[src/design/stst_pkg.sv]
// shared constants and types for the timer slot table
package stst_pkg;

  // default number of timer slots
  localparam int SLOTS_DEF = 8;

  // most fire results one tick may produce
  localparam int MAX_RESULTS = 8;

  // input item kinds
  localparam logic [1:0] KIND_TICK   = 2'd0;
  localparam logic [1:0] KIND_SCHED  = 2'd1;
  localparam logic [1:0] KIND_CANCEL = 2'd2;

  // result kinds
  localparam logic RES_SCHED = 1'b0;
  localparam logic RES_FIRE  = 1'b1;

  // write strobes into the slot store
  typedef struct packed {
    logic trig_we;
    logic per_we;
  } stst_wr_t;

endpackage

[src/design/stst_slot_store.sv]
// trigger time and period storage, one write and one registered read per cycle
module stst_slot_store import stst_pkg::*; #(
  parameter int SLOTS = SLOTS_DEF,
  localparam int IW = (SLOTS > 1) ? $clog2(SLOTS) : 1
) (
  input  logic          clk,
  input  logic [IW-1:0] addr,
  input  stst_wr_t      wr,
  input  logic [31:0]   trig_wdata,
  input  logic [31:0]   per_wdata,
  output logic [31:0]   trig_rdata,
  output logic [31:0]   per_rdata
);

  logic [31:0] trig_mem [SLOTS];
  logic [31:0] per_mem  [SLOTS];

  // write port
  always_ff @(posedge clk) begin
    if (wr.trig_we) begin
      trig_mem[addr] <= trig_wdata;
    end
    if (wr.per_we) begin
      per_mem[addr] <= per_wdata;
    end
  end

  // registered read port
  always_ff @(posedge clk) begin
    trig_rdata <= trig_mem[addr];
    per_rdata  <= per_mem[addr];
  end

endmodule

[src/design/software_timer_slot_table.sv]
// timer slot table: schedule, cancel and tick scan over a shared 32-bit adder
// cancel and unused kind are handled in the idle state; schedule searches the slots for a free one
// tick: free slots are skipped; armed slots are read and tested, fired one-shots are freed and
// fired periodic slots re-armed; a full output register stalls the emit; next item after the scan
// reset clears the active bits and the sequencer; trigger and period storage is not cleared
module software_timer_slot_table import stst_pkg::*; #(
  parameter int SLOTS = SLOTS_DEF
) (
  input  logic        clk,
  input  logic        rst_n,
  input  logic        in_valid,
  output logic        in_ready,
  input  logic [1:0]  in_kind,
  input  logic [31:0] in_now_ms,
  input  logic [31:0] in_delay_ms,
  input  logic        in_repeat_flag,
  input  logic [7:0]  in_cancel_id,
  output logic        out_valid,
  input  logic        out_ready,
  output logic        out_result_kind,
  output logic [3:0]  out_slot_id,
  output logic        out_last
);

  localparam int IW    = (SLOTS > 1) ? $clog2(SLOTS) : 1;
  localparam int CNT_W = $clog2(MAX_RESULTS + 1);
  localparam logic [IW-1:0] LAST_IDX = IW'(SLOTS - 1);

  typedef enum logic [3:0] {
    S_IDLE, S_SCHED, S_RD, S_EV, S_UPD, S_POST, S_EMIT, S_ADV, S_FIN
  } state_t;

  state_t           state_r;
  state_t           emit_ret_r;
  logic [SLOTS-1:0] active_r;
  logic [IW-1:0]    idx_r;
  logic [CNT_W-1:0] cnt_r;
  logic [31:0]      now_r;
  logic [31:0]      delay_r;
  logic             rep_r;
  logic             pend_valid_r;
  logic [3:0]       pend_id_r;
  logic [3:0]       emit_id_r;
  logic             emit_kind_r;
  logic             emit_last_r;
  logic             out_valid_r;
  logic             out_kind_r;
  logic [3:0]       out_id_r;
  logic             out_last_r;

  logic [31:0]      rd_trig;
  logic [31:0]      rd_per;
  logic [31:0]      add_b;
  logic             add_cin;
  logic [31:0]      add_sum;
  logic             due;
  logic [3:0]       cur_id;
  logic             scan_done;
  logic             in_acc;
  logic             cancel_hit;
  logic [IW-1:0]    cancel_idx;
  stst_wr_t         wr;

  assign in_ready        = (state_r == S_IDLE);
  assign in_acc          = in_valid && in_ready;
  assign out_valid       = out_valid_r;
  assign out_result_kind = out_kind_r;
  assign out_slot_id     = out_id_r;
  assign out_last        = out_last_r;

  // cancel decode
  assign cancel_hit = (in_cancel_id != 8'd0) && (in_cancel_id <= 8'(SLOTS));
  assign cancel_idx = IW'(in_cancel_id - 8'd1);

  // shared adder: now + delay, now - trigger, now + period
  always_comb begin
    add_b   = delay_r;
    add_cin = 1'b0;
    case (state_r)
      S_EV: begin
        add_b   = ~rd_trig;
        add_cin = 1'b1;
      end
      S_UPD:   add_b = rd_per;
      default: add_b = delay_r;
    endcase
  end
  assign add_sum = now_r + add_b + {31'd0, add_cin};
  assign due     = (add_sum[31:1] == 31'd0);

  assign cur_id    = 4'({1'b0, idx_r} + (IW + 1)'(1));
  assign scan_done = (cnt_r == CNT_W'(MAX_RESULTS)) || (idx_r == LAST_IDX);

  // store write strobes
  always_comb begin
    wr.trig_we = ((state_r == S_SCHED) && !active_r[idx_r]) || (state_r == S_UPD);
    wr.per_we  = (state_r == S_SCHED) && !active_r[idx_r];
  end

  stst_slot_store #(.SLOTS(SLOTS)) u_store (
    .clk        (clk),
    .addr       (idx_r),
    .wr         (wr),
    .trig_wdata (add_sum),
    .per_wdata  (rep_r ? delay_r : 32'd0),
    .trig_rdata (rd_trig),
    .per_rdata  (rd_per)
  );

  // sequencer, slot flags and output register
  always_ff @(posedge clk) begin
    if (!rst_n) begin
      state_r      <= S_IDLE;
      emit_ret_r   <= S_IDLE;
      active_r     <= '0;
      idx_r        <= '0;
      cnt_r        <= '0;
      pend_valid_r <= 1'b0;
      out_valid_r  <= 1'b0;
    end else begin
      // the emit state reloads the output register itself
      if (out_valid_r && out_ready && (state_r != S_EMIT)) begin
        out_valid_r <= 1'b0;
      end
      case (state_r)
        S_IDLE: begin
          if (in_acc) begin
            now_r        <= in_now_ms;
            delay_r      <= in_delay_ms;
            rep_r        <= in_repeat_flag;
            idx_r        <= '0;
            cnt_r        <= '0;
            pend_valid_r <= 1'b0;
            case (in_kind)
              KIND_SCHED: state_r <= S_SCHED;
              KIND_TICK:  state_r <= S_RD;
              KIND_CANCEL: begin
                if (cancel_hit) begin
                  active_r[cancel_idx] <= 1'b0;
                end
              end
              default: state_r <= S_IDLE;
            endcase
          end
        end
        // first free slot search
        S_SCHED: begin
          emit_kind_r <= RES_SCHED;
          emit_last_r <= 1'b1;
          emit_ret_r  <= S_IDLE;
          if (!active_r[idx_r]) begin
            active_r[idx_r] <= 1'b1;
            emit_id_r       <= cur_id;
            state_r         <= S_EMIT;
          end else if (idx_r == LAST_IDX) begin
            emit_id_r <= 4'd0;
            state_r   <= S_EMIT;
          end else begin
            idx_r <= idx_r + IW'(1);
          end
        end
        // tick scan: skip free slots, else wait for stored values
        S_RD: begin
          if (active_r[idx_r]) begin
            state_r <= S_EV;
          end else if (scan_done) begin
            state_r <= S_FIN;
          end else begin
            idx_r <= idx_r + IW'(1);
          end
        end
        S_EV: begin
          if (due) begin
            cnt_r <= cnt_r + CNT_W'(1);
            if (rd_per != 32'd0) begin
              state_r <= S_UPD;
            end else begin
              active_r[idx_r] <= 1'b0;
              state_r         <= S_POST;
            end
          end else if (scan_done) begin
            state_r <= S_FIN;
          end else begin
            idx_r   <= idx_r + IW'(1);
            state_r <= S_RD;
          end
        end
        S_UPD: state_r <= S_POST;
        // hold the newest fire back so the final one can carry last
        S_POST: begin
          pend_valid_r <= 1'b1;
          pend_id_r    <= cur_id;
          if (pend_valid_r) begin
            emit_id_r   <= pend_id_r;
            emit_kind_r <= RES_FIRE;
            emit_last_r <= 1'b0;
            emit_ret_r  <= S_ADV;
            state_r     <= S_EMIT;
          end else begin
            state_r <= S_ADV;
          end
        end
        S_ADV: begin
          if (scan_done) begin
            state_r <= S_FIN;
          end else begin
            idx_r   <= idx_r + IW'(1);
            state_r <= S_RD;
          end
        end
        S_FIN: begin
          if (pend_valid_r) begin
            pend_valid_r <= 1'b0;
            emit_id_r    <= pend_id_r;
            emit_kind_r  <= RES_FIRE;
            emit_last_r  <= 1'b1;
            emit_ret_r   <= S_IDLE;
            state_r      <= S_EMIT;
          end else begin
            state_r <= S_IDLE;
          end
        end
        // load the output register once it is free
        S_EMIT: begin
          if (!out_valid_r || out_ready) begin
            out_valid_r <= 1'b1;
            out_kind_r  <= emit_kind_r;
            out_id_r    <= emit_id_r;
            out_last_r  <= emit_last_r;
            state_r     <= emit_ret_r;
          end
        end
        default: state_r <= S_IDLE;
      endcase
    end
  end

  // checks
  a_fire_id_nonzero: assert property (@(posedge clk) disable iff (!rst_n)
    out_valid && (out_result_kind == RES_FIRE) |-> (out_slot_id != 4'd0))
    else $error("fire word with slot id zero");

  a_cancel_frees: assert property (@(posedge clk) disable iff (!rst_n)
    in_acc && (in_kind == KIND_CANCEL) && cancel_hit |=> !active_r[$past(cancel_idx)])
    else $error("cancelled slot still active");

  a_cnt_bound: assert property (@(posedge clk) disable iff (!rst_n)
    cnt_r <= CNT_W'(MAX_RESULTS))
    else $error("fire count above limit");

  a_idle_no_pending: assert property (@(posedge clk) disable iff (!rst_n)
    in_ready |-> !pend_valid_r)
    else $error("ready with a held fire word");

endmodule

[config.mk]
export PLATFORM = sky130hd
export DESIGN_NAME = software_timer_slot_table
export DESIGN_NICKNAME = d
export VERILOG_FILES = /design/src/design/stst_pkg.sv /design/src/design/stst_slot_store.sv /design/src/design/software_timer_slot_table.sv
export SDC_FILE = /design/constraint.sdc
export NUM_CORES = 1
export LEC_CHECK = 0
export BUFFER_PORTS_ARGS = -buffer_cell sky130_fd_sc_hd__buf_2
export CORE_MARGIN = 4
export CORE_UTILIZATION = 45
export CTS_CLUSTER_SIZE = 16
export DETAILED_ROUTE_END_ITERATION = 16
export PLACE_DENSITY_LB_ADDON = 0.08
export SLEW_MARGIN = 25
export SYNTH_ARGS = -nofsm -noshare
export SYNTH_HDL_FRONTEND = slang
export SYNTH_SLANG_ARGS = --single-unit
[constraint.sdc]
create_clock -name clk -period 14.61 [get_ports clk]
set_input_delay 0.7305 -clock clk [delete_from_list [all_inputs] [get_ports clk]]
set_output_delay 0.7305 -clock clk [all_outputs]
set_load 0.005 [all_outputs]
Word-level counts from Yosys, hierarchy flattened
Memory sizes are Yosys's and may differ from the RTL's. A register that Yosys moved wholly into a read port is not among the register bits.
Cells that the tools add are included.
W data, S select, Z words.
- add/subtract/negate cells: 6
- reduce and logical (&&, ||, !) cells: 36
- eq/ne operators: 30
- divide/modulo/power cells: 0
- $lt $le $gt $ge: 5
- multipliers: 0
- bitwise gates (word level): 6
- shifts and indexed selects: 0
- muxes and demuxes: 59
- operators with widths (cell ; number):
    $pmux W32 S2 ; 1
    $mux W4 ; 15
    $mux W8 ; 6
    $pmux W4 S9 ; 1
    $add A32 B1 Y32 ; 1
    $add A32 B32 Y32 ; 1
    $mux W32 ; 1
    $not A32 Y32 ; 1
    $reduce_bool A32 Y1 ; 1
    $logic_not A31 Y1 ; 1
    $pmux W4 S3 ; 2
    $pmux W8 S3 ; 1
    $mux W3 ; 7
    $ne A2 B2 Y1 const B ; 10
    $and A8 B8 Y8 ; 2
    $eq A4 B3 Y1 const B ; 4
    $mux W1 ; 16
    $not A8 Y8 ; 2
    $pmux W4 S2 ; 2
    $pmux W3 S5 ; 1
    $reduce_and A3 Y1 ; 5
    $ne A2 B1 Y1 const B ; 5
    $reduce_bool A3 Y1 ; 3
    $eq A4 B2 Y1 const B ; 2
    other kinds (33) ; 51
- logic and storage cells: 161
- memories kept: 2
- register bits after elaboration: 106
- bits in latches: 0
- output and inout port bits: 8
- ROM bits: 0
- input port bits: 79
- RAM bits: 512
- memories (memory ; words ; width ; read ports ; clocked after memory_dff ; write ports ; line ; text):
    u_store.per_mem ; 8 ; 32 ; 1 ; 1 ; 1 ; stst_slot_store.sv:16 ; logic [31:0] per_mem [SLOTS];
    u_store.trig_mem ; 8 ; 32 ; 1 ; 1 ; 1 ; stst_slot_store.sv:15 ; logic [31:0] trig_mem [SLOTS];

Depth between registers and ports, before layout
- depth after elaboration: 11
- mapped depth: 20
- mapped depth without buffers: 18

Cells and area by module
From an unflattened synthesis, not the netlist that was laid out.
- cell total of the unflattened synthesis: 1602
- area total of the unflattened synthesis: 28080.7 um2
- modules (own cells, without submodules) (module ; area each (um2) ; cells each ; sequential area each (um2) ; times used):
    stst_slot_store ; 20832.5 ; 829 ; 16656.0 ; 1
    software_timer_slot_table ; 7248.2 ; 773 ; 2872.8 ; 1

Worst setup path after synthesis
Ideal clock, no wire load.
- kind: reg-to-reg
- from: register state_r[0]
- to: register active_r[3]
- slack: 9.174 ns
- cell stages (with the launch flop): 20
- library setup time: 0.143 ns
- arrival time: 5.294 ns
- required time: 14.467 ns
- path buffers: 2
- period minus slack after synthesis: 5.436 ns
- cell sequence: dfxtp_1 > clkbuf_1 > nor4bb_1 > nor2_1 > clkbuf_1 > a221oi_1 > fa_1 > inv_1 > fa_1 > a21o_1 > a221o_1 > a21oi_1 > o211ai_1 > xor2_1 > or4_1 > or4b_4 > nor4_4 > nand2_4 > a221oi_4 > a31oi_1
- word-level cells in the longest chain between the ends: 7
- elaborated cells on any way between the ends: 19
- classes of those cells: 2 x add/sub; 9 x eq/ne; 3 x mux; 5 x reduce/logical
- RTL lines (what ; line ; text):
    from (decl) ; software_timer_slot_table.sv:33 ; state_t state_r;
    from (signal assigned) ; software_timer_slot_table.sv:230 ; state_r <= emit_ret_r;
    $eq A4 B3 Y1 / $eq A4 B2 Y1 (equally long branches) ; software_timer_slot_table.sv:79 ; case (state_r)
    $pmux W32 S2 ; software_timer_slot_table.sv:79 ;
    $add A32 B32 Y32 ; software_timer_slot_table.sv:88 ; assign add_sum = now_r + add_b + {31'd0, add_cin};
    $add A32 B1 Y32 (*) ; software_timer_slot_table.sv:88 ;
    via add_sum[20] ; software_timer_slot_table.sv:55 ; logic [31:0] add_sum;
    $logic_not A31 Y1 (*) ; software_timer_slot_table.sv:89 ; assign due = (add_sum[31:1] == 31'd0);
    $ne A2 B2 Y1 (no source line) (*) ; n/a ;
    $reduce_and A7 Y1 (no source line) (*) ; n/a ;
    to (signal assigned) ; software_timer_slot_table.sv:115 ; active_r <= '0;
    to (signal, indexed assignment) ; software_timer_slot_table.sv:139 ; active_r[cancel_idx] <= 1'b0;
    to (signal, indexed assignment) ; software_timer_slot_table.sv:152 ; active_r[idx_r] <= 1'b1;
    to (decl) ; software_timer_slot_table.sv:35 ; logic [SLOTS-1:0] active_r;
The timed path passes the listed nets; every way through them passes the cells marked *.
A chain may end at the register's enable or synchronous reset.

Final worst setup path
Same ends and word-level chain as after synthesis.

==> flow_summary.yaml <==
yosys:
  synth_edf_count: 593
  async_flop_share_pct: 0
  syn_area_per_cell_um2: 15.2
  synth_top_area_share_pct: 68.0
  synth-seq-area-share_pct: 74.6
  syn_inst: 1718
  syn-num-nets: 1835
  synth.distinct_cells: 68
  yosysTopAreaCell: "edfxtp_1"
  syn_area_mm2: 0.0262
  synth_area_leaders: "edfxtp_1 68%, a22oi_1 7.4%, dfxtp_1 6.6%"
  ys_warn_count: 0
  synth_seq_cells: 679
  ys.flop_type: "edfxtp_1"
floorplan:
  die_w_um: 249
  ioPinCount: 87
  die_h_um: 249
  rows: 88
  start_util_pct: 45.4
  core_area_mm2: 0.0577
  dieArea_mm2: 0.0621
grt:
  grt_pass1_wl_um: 106000
  overflow: 0
  antenna_found_initial: 0
  globalRouteTotalUtil_pct: 22.9
  grt_pass1_vias: 15900
  grt_max_degree: 58
critical_path:
  cp_max_fo: 32
  crit_required_ps: 15070
  cp-endpoint: "active_r[3]"
  startpoint_type: "register"
  arrival_ps: 7020
  rr_startpoint: "state_r[0]"
  path_class: "register to register"
  rr_endpoint: "active_r[3]"
  end_kind: "register"
  setup.worst_path.start: "state_r[0]"
  r2r_cells: 18
  r2r_slack_ps: 8050
detailed_routing:
  vias: 16000
  finalWirelength_um: 73000
  drt_iter0_markers: 1538
  first_pass_iters: 5
  wl_per_cell_um: 27.7
  drt-vias-per-instance: 6.08
  drc_errors: 0
  antenna_left: 0
cts:
  clkTransAtPathRegs_ps: 60
  hold_buffers: 0
  clk_latency_ps: 620
  cts_setup_buffers: 0
  h-tree-depth: 3
  clock-root-buffer: "clkbuf_16"
  cts_tree: "yes"
  cts_buffer_depth: 3
  cts_made_buffers: 71
  cts_resized: 0
  clkSinkCount: 679
sta:
  setup_viol_count_final: 0
  worst_slew_pin_slew_ps: 1050
  slew_viol_final: 0
  fin_crit_sh_pct: 44.9
  hold_viol: 0
  timing.slew.headroom_pct: 30.2
  final.setup.tns_ps: 0
  rsz0062_at_grt: "false"
  fmax_ghz: 0.152
  setup_slack_ps: 8050
  clock_skew_ps: 22.4
  min_period_ps: 6560
finish:
  layout_commonest_cell: "edfxtp_1"
  nets: 1929
  fillers: 4796
  multi_input_area_mm2: 0.00638
  syn2layout_area_growth_pct: 14.9
  num_antenna_cells: 0
  final_cell_mix: "593 x edfxtp_1, 258 x a22oi_1, 86 x dfxtp_1, 86 x buf_2, 80 x nor2_1"
  regArea_mm2: 0.0195
  drive_gt1_share_pct: 14.4
  fin_area_mm2: 0.0301
place:
  globalplace.congestion: 0.905
  placed_area_mm2: 0.0276
  pre_cts_ws_ps: 8120
  port_buffers: 86
  post-dp-hpwl_um: 41800
pwr:
  ir_drop_mv: 0.0788
  power.density_mw_per_mm2: 145
  p_leak_nw: 9.91
  finalPower_mw: 4.35
run:
  cap_violations: 0
min_path:
  min_from: "in_delay_ms[1]"
  hp-class: "input port to register"
status:
  status: "finished clean"
per-stage QoR:
stage	hold slack, ps	utilization [%]	std cells
2_1_floorplan	400	-	1718
3_3_place_gp	401	47.9	2503
3_5_place_dp	412	47.9	2503
4_1_cts	252	52.1	2632
5_1_grt	259	52.1	2633
6_report	288	52.1	2633
Yosys cell counts (2+ instances only):
master / instances
buf_1: 5
or4_1: 2
a221oi_4: 2
o211ai_1: 15
nand3_1: 18
a22oi_1: 258
xnor2_1: 15
nor2_1: 97
o2111a_1: 2
o221ai_1: 8
nor4b_1: 3
o31a_1: 6
nand4_1: 74
nand2b_1: 9
edfxtp_1: 593
a211oi_1: 5
a221o_1: 31
ha_1: 36
a21boi_0: 3
o21bai_1: 2
and2_1: 35
clkbuf_1: 91
nand2_1: 68
dfxtp_1: 86
nor2b_1: 8
a21o_1: 6
mux2i_1: 8
o21ai_0: 40
nor3b_1: 2
a31oi_1: 8
o21ai_1: 2
inv_1: 22
and3_1: 12
nor3_1: 17
nor4_1: 10
o31ai_1: 3
or3_1: 8
a2111oi_0: 2
o21a_1: 5
a21oi_1: 56
o22ai_1: 2
fa_1: 2
xor2_1: 13
a221oi_1: 4
area by class of cell:
cell class | count | share of cell area (%)
clock buffer | 96 | 6.59
clock inverter | 33 | 1.56
inverter | 23 | 0.287
multi-input combinational | 918 | 21.2
sequential | 679 | 64.9
tap | 765 | 3.18
timing repair buffer | 119 | 2.27
worst min-delay path by stage:
| stage | endpoint | slack, ps | depth (start not counted) |
|---|---|---|---|
| 6_report | delay_r[1] | 290 | 1 |
| 5_1_grt | delay_r[8] | 260 | 1 |
| 4_1_cts | now_r[4] | 250 | 1 |
| 3_5_place_dp | out_result_kind | 410 | 0 |
| 3_3_place_gp | out_slot_id[2] | 400 | 0 |
| 2_1_floorplan | out_last | 400 | 0 |
where the power goes:
group | switching, mW | leakage, nW | total, mW | internal, mW
Sequential | 0.0299 | 6.11 | 2.22 | 2.19
Combinational | 0.181 | 2.62 | 0.259 | 0.0775
Clock | 0.753 | 1.18 | 1.88 | 1.12
Total | 0.964 | 9.91 | 4.35 | 3.39
metal layers:
metal / vias to the layer above / routed length [µm] / track usage (%) / part of all wire, %
li1: 7103 / - / - / -
met1: 8196 / 32300 / 32.8 / 44
met3: 102 / 4480 / 3.64 / 6.1
met4: 0 / 1900 / 6.38 / 2.6
met5: - / 0 / 0 / 0
met2: 610 / 34300 / 36.8 / 47
cell families (layout without fill, tap and decap cells):
family	after synthesis	count (layout)	synth area share, %
compound gates	468	468	13.0
xor+xnor	28	28	0.936
fa+ha+maj	38	38	1.87
buf+inv	121	271	1.74
flops	679	679	74.6
mux	9	9	0.349
simple gates	375	375	7.50
state kept, by name, summed over array words and instances, names as in the netlist:
register            count
u_store.per_mem       256
u_store.trig_mem      256
delay_r                32
now_r                  32
u_store.per_rdata      32
u_store.trig_rdata     32
active_r                8
cnt_r                   4
emit_id_r               4
out_slot_id             4
pend_id_r               4
state_r                 4
idx_r                   3
emit_kind_r             1
emit_last_r             1
emit_ret_r              1
out_last                1
out_result_kind         1
out_valid               1
pend_valid_r            1
rep_r                   1
worst max-delay path, stage by stage, from the launching register on:
cell and delay, ps:
dfxtp_1 720, nor4bb_1 630, nor2_2 80, buf_4 250
a221oi_1 390, fa_1 280, inv_1 70, fa_1 430
a21o_1 210, a221o_1 400, a21oi_1 300, o211ai_1 240
xor2_1 270, or4_1 480, or4b_4 510, nor4_4 440
nand2_4 160, a221oi_4 380, a31oi_1 140
No activity file was read; power rests on OpenSTA's default activity.
